$ cat config.mk
export PLATFORM = sky130hd
export DESIGN_NAME = accel_step_detector
export DESIGN_NICKNAME = d
export VERILOG_FILES = /design/src/design/asd_pkg.sv /design/src/design/asd_lane.sv /design/src/design/asd_merge.sv /design/src/design/asd_tracker.sv /design/src/design/accel_step_detector.sv
export SDC_FILE = /design/constraint.sdc
export NUM_CORES = 1
export LEC_CHECK = 0
export BUFFER_PORTS_ARGS = -buffer_cell sky130_fd_sc_hd__buf_2
export CAP_MARGIN = 5
export CORE_UTILIZATION = 55
export CTS_CLUSTER_SIZE = 28
export DETAILED_ROUTE_END_ITERATION = 6
export MAX_ROUTING_LAYER = met4
export PLACE_DENSITY_LB_ADDON = 0.08
export SLEW_MARGIN = 40
export SYNTH_ARGS = -nofsm -noshare
export SYNTH_HDL_FRONTEND = slang
export SYNTH_SLANG_ARGS = --single-unit
$ cat constraint.sdc
create_clock -name clk_i -period 11 [get_ports clk_i]
set_input_delay 0.55 -clock clk_i [delete_from_list [all_inputs] [get_ports clk_i]]
set_output_delay 0.55 -clock clk_i [all_outputs]
set_load 0.05 [all_outputs]
$ cat src/design/asd_pkg.sv
package asd_pkg;

  localparam int unsigned AxisW    = 16;
  localparam int unsigned MagW     = 17;
  localparam int unsigned TimeW    = 32;
  localparam int unsigned CountW   = 32;
  localparam int unsigned IntW     = 16;
  localparam int unsigned NumAxes  = 3;
  localparam int unsigned CfgIdxW  = 2;
  localparam int unsigned CfgDataW = 17;

  localparam logic [MagW-1:0] BaseMargin = MagW'(100);
  localparam int unsigned     FiltShift  = 3;
  localparam int unsigned     BaseShift  = 6;

  localparam logic [MagW-1:0] HighThrRst = MagW'(450);
  localparam logic [MagW-1:0] LowThrRst  = MagW'(150);
  localparam logic [IntW-1:0] MinIntRst  = IntW'(300);

  typedef enum logic [CfgIdxW-1:0] {
    CFG_HIGH_THR = 2'd0,
    CFG_LOW_THR  = 2'd1,
    CFG_MIN_INT  = 2'd2
  } cfg_idx_e;

  typedef struct packed {
    logic [MagW-1:0] high_thr;
    logic [MagW-1:0] low_thr;
    logic [IntW-1:0] min_int;
  } cfg_t;

  // item after the lane merge
  typedef struct packed {
    logic             action;
    logic [MagW-1:0]  mag;
    logic [TimeW-1:0] time_ms;
  } mag_item_t;

  typedef struct packed {
    logic [CountW-1:0] step_total;
    logic              step_counted;
    logic              armed;
    logic [MagW-1:0]   smoothed;
  } result_t;

endpackage

$ cat src/design/asd_lane.sv
module asd_lane
  import asd_pkg::*;
(
  input  logic signed [AxisW-1:0] axis_i,
  output logic [AxisW-1:0]        abs_o
);

  // -32768 maps to 32768, which still fits unsigned
  assign abs_o = axis_i[AxisW-1] ? AxisW'(-axis_i) : AxisW'(axis_i);

endmodule

$ cat src/design/asd_merge.sv
module asd_merge
  import asd_pkg::*;
(
  input  logic                   clk_i,
  input  logic                   rst_ni,
  input  logic                   in_valid_i,
  output logic                   in_ready_o,
  input  logic                   action_i,
  input  logic [AxisW-1:0]       lane_abs_i [NumAxes],
  input  logic [TimeW-1:0]       time_ms_i,
  output logic                   item_valid_o,
  output mag_item_t              item_o,
  input  logic                   item_take_i
);

  logic      valid_q, valid_d;
  mag_item_t item_q, item_d;
  logic [MagW-1:0] mag_sum;

  always_comb begin
    mag_sum = '0;
    for (int i = 0; i < NumAxes; i++) begin
      mag_sum = mag_sum + MagW'(lane_abs_i[i]);
    end
  end

  assign in_ready_o = !valid_q || item_take_i;

  always_comb begin
    valid_d = valid_q;
    item_d  = item_q;
    if (in_ready_o) begin
      valid_d = in_valid_i;
    end
    if (in_valid_i && in_ready_o) begin
      item_d.action  = action_i;
      item_d.mag     = mag_sum;
      item_d.time_ms = time_ms_i;
    end
  end

  always_ff @(posedge clk_i or negedge rst_ni) begin
    if (!rst_ni) begin
      valid_q <= 1'b0;
    end else begin
      valid_q <= valid_d;
    end
  end

  always_ff @(posedge clk_i) begin
    item_q <= item_d;
  end

  assign item_valid_o = valid_q;
  assign item_o       = item_q;

endmodule

$ cat src/design/asd_tracker.sv
module asd_tracker
  import asd_pkg::*;
(
  input  logic      clk_i,
  input  logic      rst_ni,
  input  cfg_t      cfg_i,
  input  logic      item_valid_i,
  input  mag_item_t item_i,
  output logic      item_take_o,
  output logic      out_valid_o,
  input  logic      out_ready_i,
  output result_t   res_o
);

  logic [MagW-1:0]   filt_q, filt_d;
  logic [MagW-1:0]   base_q, base_d;
  logic              armed_q, armed_d;
  logic [CountW-1:0] steps_q, steps_d;
  logic [TimeW-1:0]  last_q, last_d;
  logic              out_valid_q, out_valid_d;
  result_t           res_q, res_d;

  logic signed [MagW:0] diff;
  logic signed [MagW:0] diff_sh;
  logic [MagW-1:0]      filt_new;
  logic [MagW-1:0]      excess;
  logic [MagW-1:0]      base_new;
  logic [MagW-1:0]      delta;
  logic                 arm;
  logic                 disarm;
  logic [TimeW-1:0]     elapsed;
  logic                 counted;
  logic                 upd;

  assign item_take_o = item_valid_i && (!out_valid_q || out_ready_i);
  assign upd         = item_take_o;

  always_comb begin
    diff     = $signed({1'b0, item_i.mag}) - $signed({1'b0, filt_q});
    diff_sh  = diff >>> FiltShift;
    filt_new = (filt_q == '0) ? item_i.mag : filt_q + diff_sh[MagW-1:0];

    excess   = filt_new - base_q;
    if (filt_new < base_q) begin
      base_new = filt_new;
    end else if (excess > BaseMargin) begin
      base_new = base_q + ((excess - BaseMargin) >> BaseShift);
    end else begin
      base_new = base_q;
    end

    delta   = filt_new - base_new;
    arm     = armed_q || (delta > cfg_i.high_thr);
    disarm  = arm && (delta < cfg_i.low_thr);
    elapsed = item_i.time_ms - last_q;
    counted = disarm && (elapsed >= TimeW'(cfg_i.min_int));
  end

  always_comb begin
    filt_d      = filt_q;
    base_d      = base_q;
    armed_d     = armed_q;
    steps_d     = steps_q;
    last_d      = last_q;
    out_valid_d = out_valid_q;
    res_d       = res_q;
    if (out_ready_i) begin
      out_valid_d = 1'b0;
    end
    if (upd) begin
      out_valid_d = 1'b1;
      if (item_i.action) begin
        steps_d = '0;
      end else begin
        filt_d  = filt_new;
        base_d  = base_new;
        armed_d = arm && !disarm;
        if (counted) begin
          steps_d = steps_q + 1'b1;
          last_d  = item_i.time_ms;
        end
      end
      res_d.step_total   = steps_d;
      res_d.step_counted = !item_i.action && counted;
      res_d.armed        = armed_d;
      res_d.smoothed     = filt_d;
    end
  end

  always_ff @(posedge clk_i or negedge rst_ni) begin
    if (!rst_ni) begin
      filt_q      <= '0;
      base_q      <= '0;
      armed_q     <= 1'b0;
      steps_q     <= '0;
      last_q      <= '0;
      out_valid_q <= 1'b0;
    end else begin
      filt_q      <= filt_d;
      base_q      <= base_d;
      armed_q     <= armed_d;
      steps_q     <= steps_d;
      last_q      <= last_d;
      out_valid_q <= out_valid_d;
    end
  end

  always_ff @(posedge clk_i) begin
    res_q <= res_d;
  end

  assign out_valid_o = out_valid_q;
  assign res_o       = res_q;

  a_base_le_filt: assert property (@(posedge clk_i) disable iff (!rst_ni)
    base_q <= filt_q)
    else $error("baseline above filtered magnitude");

  a_count_disarms: assert property (@(posedge clk_i) disable iff (!rst_ni)
    out_valid_q && res_q.step_counted |-> !res_q.armed)
    else $error("step counted while still armed");

  a_count_inc: assert property (@(posedge clk_i) disable iff (!rst_ni)
    upd && !item_i.action && counted |=> steps_q == $past(steps_q) + 1'b1)
    else $error("step count did not advance");

  a_clear: assert property (@(posedge clk_i) disable iff (!rst_ni)
    upd && item_i.action |=> steps_q == '0 && $stable(filt_q) && $stable(armed_q))
    else $error("clear transaction disturbed detector state");

endmodule

$ cat src/design/accel_step_detector.sv
// Step counter fed with accelerometer samples.
// Input channel: in_valid_i/in_ready_o with action_i, accel_x/y/z_i and
// time_ms_i. action_i = 0 processes a sample, 1 clears the step count only.
// Output channel: out_valid_o/out_ready_i with step_total_o, step_counted_o,
// armed_o and smoothed_magnitude_o; one result per input transaction.
// Config channel: cfg_valid_i/cfg_ready_o, cfg_index_i selects high
// threshold (0), low threshold (1) or minimum step interval (2); other
// indexes are ignored. Write only while no transaction is in flight.
// A result passes the merge register, then the tracker register; a stalled
// receiver holds it back. Throughput: one transaction per cycle while the
// receiver does not stall; three axis lanes and an adder stage feed a
// combinational filter/baseline/detector update in the tracker.
// Reset clears the filter, baseline, armed flag, count and last step time
// and restores the register defaults (450, 150, 300 ms).
// When the receiver stalls, the result is held and the merge stage still
// takes one more transaction before in_ready_o drops.
module accel_step_detector
  import asd_pkg::*;
(
  input  logic                    clk_i,
  input  logic                    rst_ni,
  input  logic                    in_valid_i,
  output logic                    in_ready_o,
  input  logic                    action_i,
  input  logic signed [AxisW-1:0] accel_x_i,
  input  logic signed [AxisW-1:0] accel_y_i,
  input  logic signed [AxisW-1:0] accel_z_i,
  input  logic [TimeW-1:0]        time_ms_i,
  output logic                    out_valid_o,
  input  logic                    out_ready_i,
  output logic [CountW-1:0]       step_total_o,
  output logic                    step_counted_o,
  output logic                    armed_o,
  output logic [MagW-1:0]         smoothed_magnitude_o,
  input  logic                    cfg_valid_i,
  output logic                    cfg_ready_o,
  input  logic [CfgIdxW-1:0]      cfg_index_i,
  input  logic [CfgDataW-1:0]     cfg_data_i
);

  cfg_t                    cfg_q, cfg_d;
  logic signed [AxisW-1:0] axis [NumAxes];
  logic [AxisW-1:0]        lane_abs [NumAxes];
  logic                    item_valid;
  mag_item_t               item;
  logic                    item_take;
  result_t                 res;

  assign cfg_ready_o = 1'b1;

  always_comb begin
    cfg_d = cfg_q;
    if (cfg_valid_i) begin
      case (cfg_idx_e'(cfg_index_i))
        CFG_HIGH_THR: cfg_d.high_thr = cfg_data_i[MagW-1:0];
        CFG_LOW_THR:  cfg_d.low_thr  = cfg_data_i[MagW-1:0];
        CFG_MIN_INT:  cfg_d.min_int  = cfg_data_i[IntW-1:0];
        default:      cfg_d = cfg_q;
      endcase
    end
  end

  always_ff @(posedge clk_i or negedge rst_ni) begin
    if (!rst_ni) begin
      cfg_q.high_thr <= HighThrRst;
      cfg_q.low_thr  <= LowThrRst;
      cfg_q.min_int  <= MinIntRst;
    end else begin
      cfg_q <= cfg_d;
    end
  end

  assign axis[0] = accel_x_i;
  assign axis[1] = accel_y_i;
  assign axis[2] = accel_z_i;

  for (genvar g = 0; g < NumAxes; g++) begin : g_lane
    asd_lane u_lane (
      .axis_i (axis[g]),
      .abs_o  (lane_abs[g])
    );
  end

  asd_merge u_merge (
    .clk_i        (clk_i),
    .rst_ni       (rst_ni),
    .in_valid_i   (in_valid_i),
    .in_ready_o   (in_ready_o),
    .action_i     (action_i),
    .lane_abs_i   (lane_abs),
    .time_ms_i    (time_ms_i),
    .item_valid_o (item_valid),
    .item_o       (item),
    .item_take_i  (item_take)
  );

  asd_tracker u_tracker (
    .clk_i        (clk_i),
    .rst_ni       (rst_ni),
    .cfg_i        (cfg_q),
    .item_valid_i (item_valid),
    .item_i       (item),
    .item_take_o  (item_take),
    .out_valid_o  (out_valid_o),
    .out_ready_i  (out_ready_i),
    .res_o        (res)
  );

  assign step_total_o         = res.step_total;
  assign step_counted_o       = res.step_counted;
  assign armed_o              = res.armed;
  assign smoothed_magnitude_o = res.smoothed;

endmodule

==> results.ini, run 1 <==
[synth]
synth-async-reset-ratio = 0.599
synth_ff_type = sky130_fd_sc_hd__dfrtp_1
synthesis.area_sq_um = 19400
synth_warnings = 0
postSynthRegisterBits = 252
syn-mean-instance-area_sq_um = 9.20
synth_cell_type_count = 95
synth_sequential_area_ratio = 0.352
post_synth_inst_count = 2108
synth_nets = 2413
number_of_flops_mapped_to_enable_cells_by_yosys = 101

[clock_tree]
numCtsBuffers = 29
clock_tree.root_cell = sky130_fd_sc_hd__clkbuf_16
tritoncts_clock_tree = built
clock_latency_ps = 570
h-tree-depth = 1
cts.sinks = 252
cts.clk_slew.worst_paths_ps = 60
clock_path_buffers = 3

[layout]
layoutNonFillerInstCount = 2889
syn_to_final_growth_pct = 21.0
drive_gt1_frac = 0.229
design.final.nets = 2714
finish.instance_area_sq_um = 23500
layout.core_utilization = 0.678

[timing]
finalWorstPathRequiredPeriod_ps = 10760
grt_setup_unrepaired = true
worst_slew_margin_rel = 0.359
finalSetupViolations = 0
timing_hold_violations_final = 0
final_min_period_over_clock_period = 0.978
timing_max_transition_violations_final = 0
timing.setup.tns_ps = 0
tightestPinTransition_ps = 961
timing.clock.skew_ps = 15.4
maxClockFrequency_mhz = 93.0

[detailed_routing]
routed_wire_length_per_instance_um = 18.3
vias = 16800
ant_nets = 0
vias_per_cell = 5.80
first_pass_iters = 5
routed_wirelength_mm = 52.9
remaining_drc_errors = 0
drtIter0Drc = 1055

[place]
gpl.final_weighted_congestion = 0.927
placedCellCount = 2809
post_dp_cell_area_sq_um = 21700
dp_hpwl_mm = 39.2
port_buffers = 157

[global_routing]
gr-usage-met3 = 0.0439
busiest_layer = met2
first_global_vias = 16300
grt_first_pass_wirelength_mm = 84.1
gr-usage-met2 = 0.467
grt_use_met1 = 0.407
grt_overflow_total = 0
grt_max_degree = 101
number_of_antenna_violations_at_the_first_check_in_global_routing = 3
gr-usage-all-layers = 0.299

[critical_path]
crit_path_end_kind = flop
timing.critical_path.fanout_max = 7
required_ps = 11450
timing.critical_path.slowest_stage_cell = sky130_fd_sc_hd__edfxtp_1
crit_path_max_incr_delay_ps = 430
setup.worst_path.start_class = flop
setup.worst_path.class = reg2reg
timing.critical_path.mode_cell = sky130_fd_sc_hd__a21oi_2
timing.critical_path.arrival_ps = 11210

[floorplan]
dieHeight_um = 190
die_footprint_sq_um = 36000
core.rowCount = 68
placeableCoreArea_sq_um = 34600
initial_core_util = 0.560
die_w_um = 190
count_of_pins_on_the_block_boundary = 159

[run_status]
outcome = complete, no violations

[worst_hold_path]
min-delay-path-class = in2reg

[flow_run]
max_cap_viol_count = 0

==> synth_stat cells (all sizes together) (28+ instances only) <==
library cell | n | area, sq um
nand2 | 203 | 762
inv | 197 | 739
ha | 178 | 2230
o21ai | 159 | 803
dfrtp | 139 | 3480
nor2 | 133 | 502
a21oi | 118 | 594
xnor2 | 116 | 1020
edfxtp | 101 | 3030
mux2 | 71 | 800
clkbuf | 52 | 195
a21o | 42 | 315
nor3 | 38 | 190
nand3 | 36 | 180
and3 | 32 | 200
nand4 | 32 | 200
xor2 | 28 | 245
==> cell type report <==
type                            count  area [sq um]
Multi-Input combinational cell   1595         12100
Fill cell                        2857         11200
Sequential cell                   252          6830
Timing Repair Buffer              333          2230
Clock buffer                       43           860
Inverter                          198           743
Tap cell                          455           569
Clock inverter                     10           155
Antenna cell                        3          7.51
==> worst max-delay path: cells and delay by family (launching register included) <==
| kind | cells | cell delay [ps] |
|---|---|---|
| AO/OA/AOI/OAI | 28 | 4920 |
| XOR/XNOR | 2 | 320 |
| adder cells (fa/ha/maj) | 6 | 1710 |
| buffers and inverters | 4 | 460 |
| flip-flops | 1 | 430 |
| multiplexers | 3 | 670 |
| AND/OR/NAND/NOR | 14 | 2140 |
==> sequential cells by signal (all words and copies together) (netlist names) <==
name                   count
u_tracker.armed_q          1
u_tracker.base_q          17
u_merge.item_valid_o       1
u_tracker.filt_q          17
u_tracker.res_o           51
u_tracker.steps_q         32
u_tracker.last_q          32
u_tracker.out_valid_o      1
u_merge.item_o            50
cfg_q                     50
==> cells by family (layout without fill, tap and decap cells) <==
family                     count (synthesis)  count (layout)  share of synthesized area
DFF                                      252             252                      0.352
and+or+nand+nor                          624             624                      0.160
muxes                                     87              87                     0.0495
buffers and inverters                    261             584                     0.0523
AOI/OAI and AO/OA                        539             539                      0.184
other                                      1               4                   0.000193
xor gates and xnor gates                 144             144                     0.0650
adders and majority gates                200             200                      0.138
==> repair_timing <==
| action | 4_1_cts | 5_1_grt |
|---|---|---|
| setup buffers | 2 | 20 |
| endpoints found under the setup margin | 96 | 99 |
| hold buffers | 0 | 1 |
| resized for setup | 16 | 103 |
| endpoints found under the hold margin | 0 | 34 |
| cloned | 0 | 2 |
| pin swaps | 7 | 67 |
==> per-layer routing <==
| layer | vias up | share of wire |
|---|---|---|
| met3 | 85 | 0.059 |
| met1 | 7993 | 0.46 |
| met2 | 468 | 0.46 |
| li1 | 8207 | - |
| met5 | - | 0 |
| met4 | 0 | 0.023 |
==> final timing paths <==
| check | cells after the start | slack [ps] | end | from |
|---|---|---|---|---|
| worst min register to register | 1 | 490 | u_tracker.last_q[27]$_DFFE_PN0P_ | u_tracker.last_q[27]$_DFFE_PN0P_ |
| worst max register to register | 57 | 240 | u_tracker.steps_q[31]$_DFFE_PN0P_ | u_merge.item_o[34]$_DFFE_PP_ |
| worst min-delay path | 1 | 150 | u_merge.item_o[49]$_DFFE_PP_ | action_i |
| max in group asynchronous | 4 | 9120 | u_tracker.filt_q[0]$_DFFE_PN0P_ | rst_ni |
| worst max-delay path | 57 | 240 | u_tracker.steps_q[31]$_DFFE_PN0P_ | u_merge.item_o[34]$_DFFE_PP_ |
| min in group asynchronous | 2 | 450 | u_tracker.steps_q[1]$_DFFE_PN0P_ | rst_ni |
==> through the flow <==
| stage | setup slack, ps | hold WS [ps] |
|---|---|---|
| after floorplan | 39.9 | 254 |
| after global placement | -204 | 473 |
| after detailed placement | -465 | 481 |
| after CTS | 22.5 | 67.0 |
| after global routing | -400 | 134 |
| final | 245 | 153 |
==> cells in the final DEF, fill, tap and decap left out, types with 21 or more instances in the layout <==
master                      instances
sky130_fd_sc_hd__a21o_1            42
sky130_fd_sc_hd__nand4_1           32
sky130_fd_sc_hd__fa_1              21
sky130_fd_sc_hd__nand2_1          197
sky130_fd_sc_hd__o21ai_0          123
sky130_fd_sc_hd__mux2_2            36
sky130_fd_sc_hd__nor2_1           128
sky130_fd_sc_hd__o21ai_1           28
sky130_fd_sc_hd__a21oi_1           98
sky130_fd_sc_hd__buf_2            156
sky130_fd_sc_hd__xnor2_1          115
sky130_fd_sc_hd__ha_1             173
sky130_fd_sc_hd__inv_1            192
sky130_fd_sc_hd__nand3_1           31
sky130_fd_sc_hd__and3_1            29
sky130_fd_sc_hd__clkbuf_16         32
sky130_fd_sc_hd__nor3_1            31
sky130_fd_sc_hd__xor2_1            28
sky130_fd_sc_hd__buf_4            163
sky130_fd_sc_hd__edfxtp_1         101
sky130_fd_sc_hd__o21a_1            22
sky130_fd_sc_hd__dfrtp_1          139
sky130_fd_sc_hd__mux2_1            33
Power of run 1 is left out: the tool's default activity adds up to more than one toggle a clock period on the data nets, which glitch-free logic cannot reach.
==> inputs of run 2 (changes only) <==
Settings changed: SKIP_LAST_GASP set to 1, SYNTH_HIERARCHICAL set to 1, TNS_END_PERCENT set to 5.
==> run 2 against run 1 <==
Net effect: the flow now finishes with violations (negative setup slack); die area increased by 1.5%; count of clock-buffer cells in the layout grew 5; sequential cell count did not move; clock skew is 5.9 ps higher; critical endpoint is now u_tracker/last_q[11]$_DFFE_PN0P_; largest cell class unchanged.
==> results.ini, run 2 <==
[worst_hold_path]
min_to = u_merge/item_o[22]$_DFFE_PP_
min-delay-path-class = in2reg
whs_path_depth = 1
worstHoldStart = time_ms_i[22]

[synth]
synthMostInstantiatedCell = sky130_fd_sc_hd__inv_1
syn-mean-instance-area_sq_um = 9.30
synth_ff_type = sky130_fd_sc_hd__dfrtp_1
synthDominantCellAreaShare = 0.177
synth_area_leader_cell = sky130_fd_sc_hd__dfrtp_1
synth_sequential_area_ratio = 0.347
synth_nets = 2422
synth-async-reset-ratio = 0.599
synth_top_cells_by_count = sky130_fd_sc_hd__inv_1 (188), sky130_fd_sc_hd__nand2_1 (181), sky130_fd_sc_hd__ha_1 (178)
synth_cell_type_count = 97
cell_types_with_the_largest_area_share_after_synthesis = sky130_fd_sc_hd__dfrtp_1 (18%), sky130_fd_sc_hd__edfxtp_1 (15%), sky130_fd_sc_hd__ha_1 (11%)
postSynthRegisterBits = 252
post_synth_inst_count = 2117
synth_warnings = 6
synthesis.area_sq_um = 19700
number_of_flops_mapped_to_enable_cells_by_yosys = 101

[detailed_routing]
ant_nets = 0
vias = 16500
routed_wire_length_per_instance_um = 17.8
vias_per_cell = 5.86
first_pass_iters = 5
routed_wirelength_mm = 50.0
drtIter0Drc = 1115
remaining_drc_errors = 0

[timing]
timing.setup.tns_ps = -2100
timing.clock.skew_ps = 21.3
worst_slew_margin_rel = 0.511
finalSetupViolations = 40
fin_ws_ps = -70.9
timing_hold_violations_final = 0
final_min_period_over_clock_period = 1.01
finalWorstPathRequiredPeriod_ps = 11070
timing_max_transition_violations_final = 0
maxClockFrequency_mhz = 90.3
grt_setup_unrepaired = true
tightestPinTransition_ps = 734

[floorplan]
die_footprint_sq_um = 36600
count_of_pins_on_the_block_boundary = 159
dieHeight_um = 191
core.rowCount = 68
placeableCoreArea_sq_um = 34900
die_w_um = 191
initial_core_util = 0.564

[critical_path]
timing.critical_path.max_delay_family = compound AO/OA/AOI/OAI gates
timing.critical_path.mode_cell = sky130_fd_sc_hd__a21oi_2
crit_path_max_incr_delay_ps = 490
crit_path_end_kind = flop
crit_buf_inv = 5
worst-path-stages = 59
timing.critical_path.fanout_max = 9
timing.critical_path.slowest_stage_cell = sky130_fd_sc_hd__or4_4
setup.worst_path.start_class = flop
setup.worst_path.class = reg2reg
worstReg2RegEnd = u_tracker/last_q[11]$_DFFE_PN0P_
timing.critical_path.arrival_ps = 11520
r2r_cells = 59
required_ps = 11450
r2r-start = u_merge/item_o[34]$_DFFE_PP_
timing.reg2reg.setup_slack_ps = -70

[layout]
syn_to_final_growth_pct = 15.6
num-fill-cells = 2903
layout.cells.most_common = sky130_fd_sc_hd__inv_1
layout.core_utilization = 0.653
design.final.nets = 2634
most-common-layout-cells = sky130_fd_sc_hd__inv_1 (187), sky130_fd_sc_hd__nand2_1 (181), sky130_fd_sc_hd__ha_1 (175), sky130_fd_sc_hd__buf_2 (156), sky130_fd_sc_hd__nor2_1 (153)
largest_reg_flops = 51
drive_gt1_frac = 0.209

[place]
dp_hpwl_mm = 37.7
place_worst_setup_slack_ps = -365
port_buffers = 157
gpl.final_weighted_congestion = 0.926

[global_routing]
number_of_antenna_violations_at_the_first_check_in_global_routing = 2
grt_max_degree = 82
gr-usage-all-layers = 0.275
grt_overflow_total = 0
first_global_vias = 15200
grt_first_pass_wirelength_mm = 78.1

[clock_tree]
h-tree-depth = 1
cts.sinks = 252
clock_latency_ps = 580
clock_tree.root_cell = sky130_fd_sc_hd__clkbuf_16
clock_path_buffers = 3
cts.clk_slew.worst_paths_ps = 60
numCtsBuffers = 29
tritoncts_clock_tree = built

[flow_run]
max_cap_viol_count = 0

[run_status]
failed_checks = negative setup slack
outcome = finished, violations left

-- run 2: cell count changes in the layout (fill, tap and decap cells not counted), sizes merged, moves of 13 or more --
cell | previous run | this run
nand3 | 36 | 54
a211o | 20 | 7
mux2 | 71 | 88
nand2 | 203 | 182
nor2 | 133 | 157
a21o | 42 | 27
o21ai | 159 | 136
xnor2 | 116 | 97
buf | 330 | 239
and3 | 32 | 14
o21a | 22 | 38
xor2 | 28 | 49
-- run 2: per-layer routing --
metal / global-route usage / vias to the layer above / share of wire
li1: - / 8097 / -
met2: 0.416 / 416 / 0.44
met5: - / - / 0
met1: 0.387 / 7868 / 0.48
met3: 0.0362 / 73 / 0.050
met4: 0.0742 / 0 / 0.026
-- run 2: logic make-up (layout without fill, tap and decap cells) --
group	count (synthesis)	count (layout)	synth area share
AND/OR/NAND/NOR	632	632	0.160
AO/OA/AOI/OAI	526	526	0.180
flip-flops	252	252	0.347
buffers and inverters	249	484	0.0505
adder cells (fa/ha/maj)	200	200	0.135
XOR/XNOR	146	146	0.0649
multiplexers	111	111	0.0622
other	1	3	0.000190
-- run 2: stage by stage --
stage / instances / area [sq um] / hold WS (ps)
after floorplan: 2117 / 19700 / 254
after global placement: 2729 / 21300 / 467
after detailed placement: 2731 / 21300 / 475
after CTS: 2792 / 22400 / 130
after global routing: 2809 / 22800 / 130
final: 2809 / 22800 / 155
-- run 2: worst register-to-register path: cells and delay by family, from the launching register on --
kind            cells  cell delay [ps]
compound gates     26             4220
simple gates       16             2960
fa+ha+maj           6             1760
mux                 4              810
buf+inv             5              660
flops               1              390
xor+xnor            2              190
-- run 2: repair_timing --
item	CTS	global route
hold buffers	1	0
resized for setup	29	52
hold endpoints to repair	3	0
gates cloned	2	1
setup endpoints to repair	95	99
setup buffers	4	14
pin swaps	10	48
-- run 2: worst max-delay path by stage --
| stage | startpoint | endpoint | slack [ps] |
|---|---|---|---|
| 5_1_grt | u_tracker/filt_q[2]$_DFFE_PN0P_ | u_tracker/res_o[38]$_DFFE_PP_ | -730 |
| 3_3_place_gp | u_merge/item_o[34]$_DFFE_PP_ | u_tracker/res_o[32]$_DFFE_PP_ | 20 |
| 3_5_place_dp | u_merge/item_o[34]$_DFFE_PP_ | u_tracker/steps_q[30]$_DFFE_PN0P_ | -370 |
| 6_report | u_merge/item_o[34]$_DFFE_PP_ | u_tracker/last_q[11]$_DFFE_PN0P_ | -70 |
| 4_1_cts | u_merge/item_o[34]$_DFFE_PP_ | u_tracker/steps_q[4]$_DFFE_PN0P_ | -20 |
| 2_1_floorplan | u_tracker/filt_q[2]$_DFFE_PN0P_ | u_tracker/res_o[49]$_DFFE_PP_ | 60 |
-- run 2: area by class of cell --
class	instances	area (sq um)	share of cell area
multi-input combinational	1616	12200	0.535
sequential	252	6830	0.300
timing repair buffer	241	1540	0.0678
clock buffer	48	888	0.0390
inverter	189	709	0.0312
tap	455	569	0.0250
clock inverter	6	52.6	0.00231
antenna	2	5.00	0.000220
Power of run 2 is left out for the same reason.
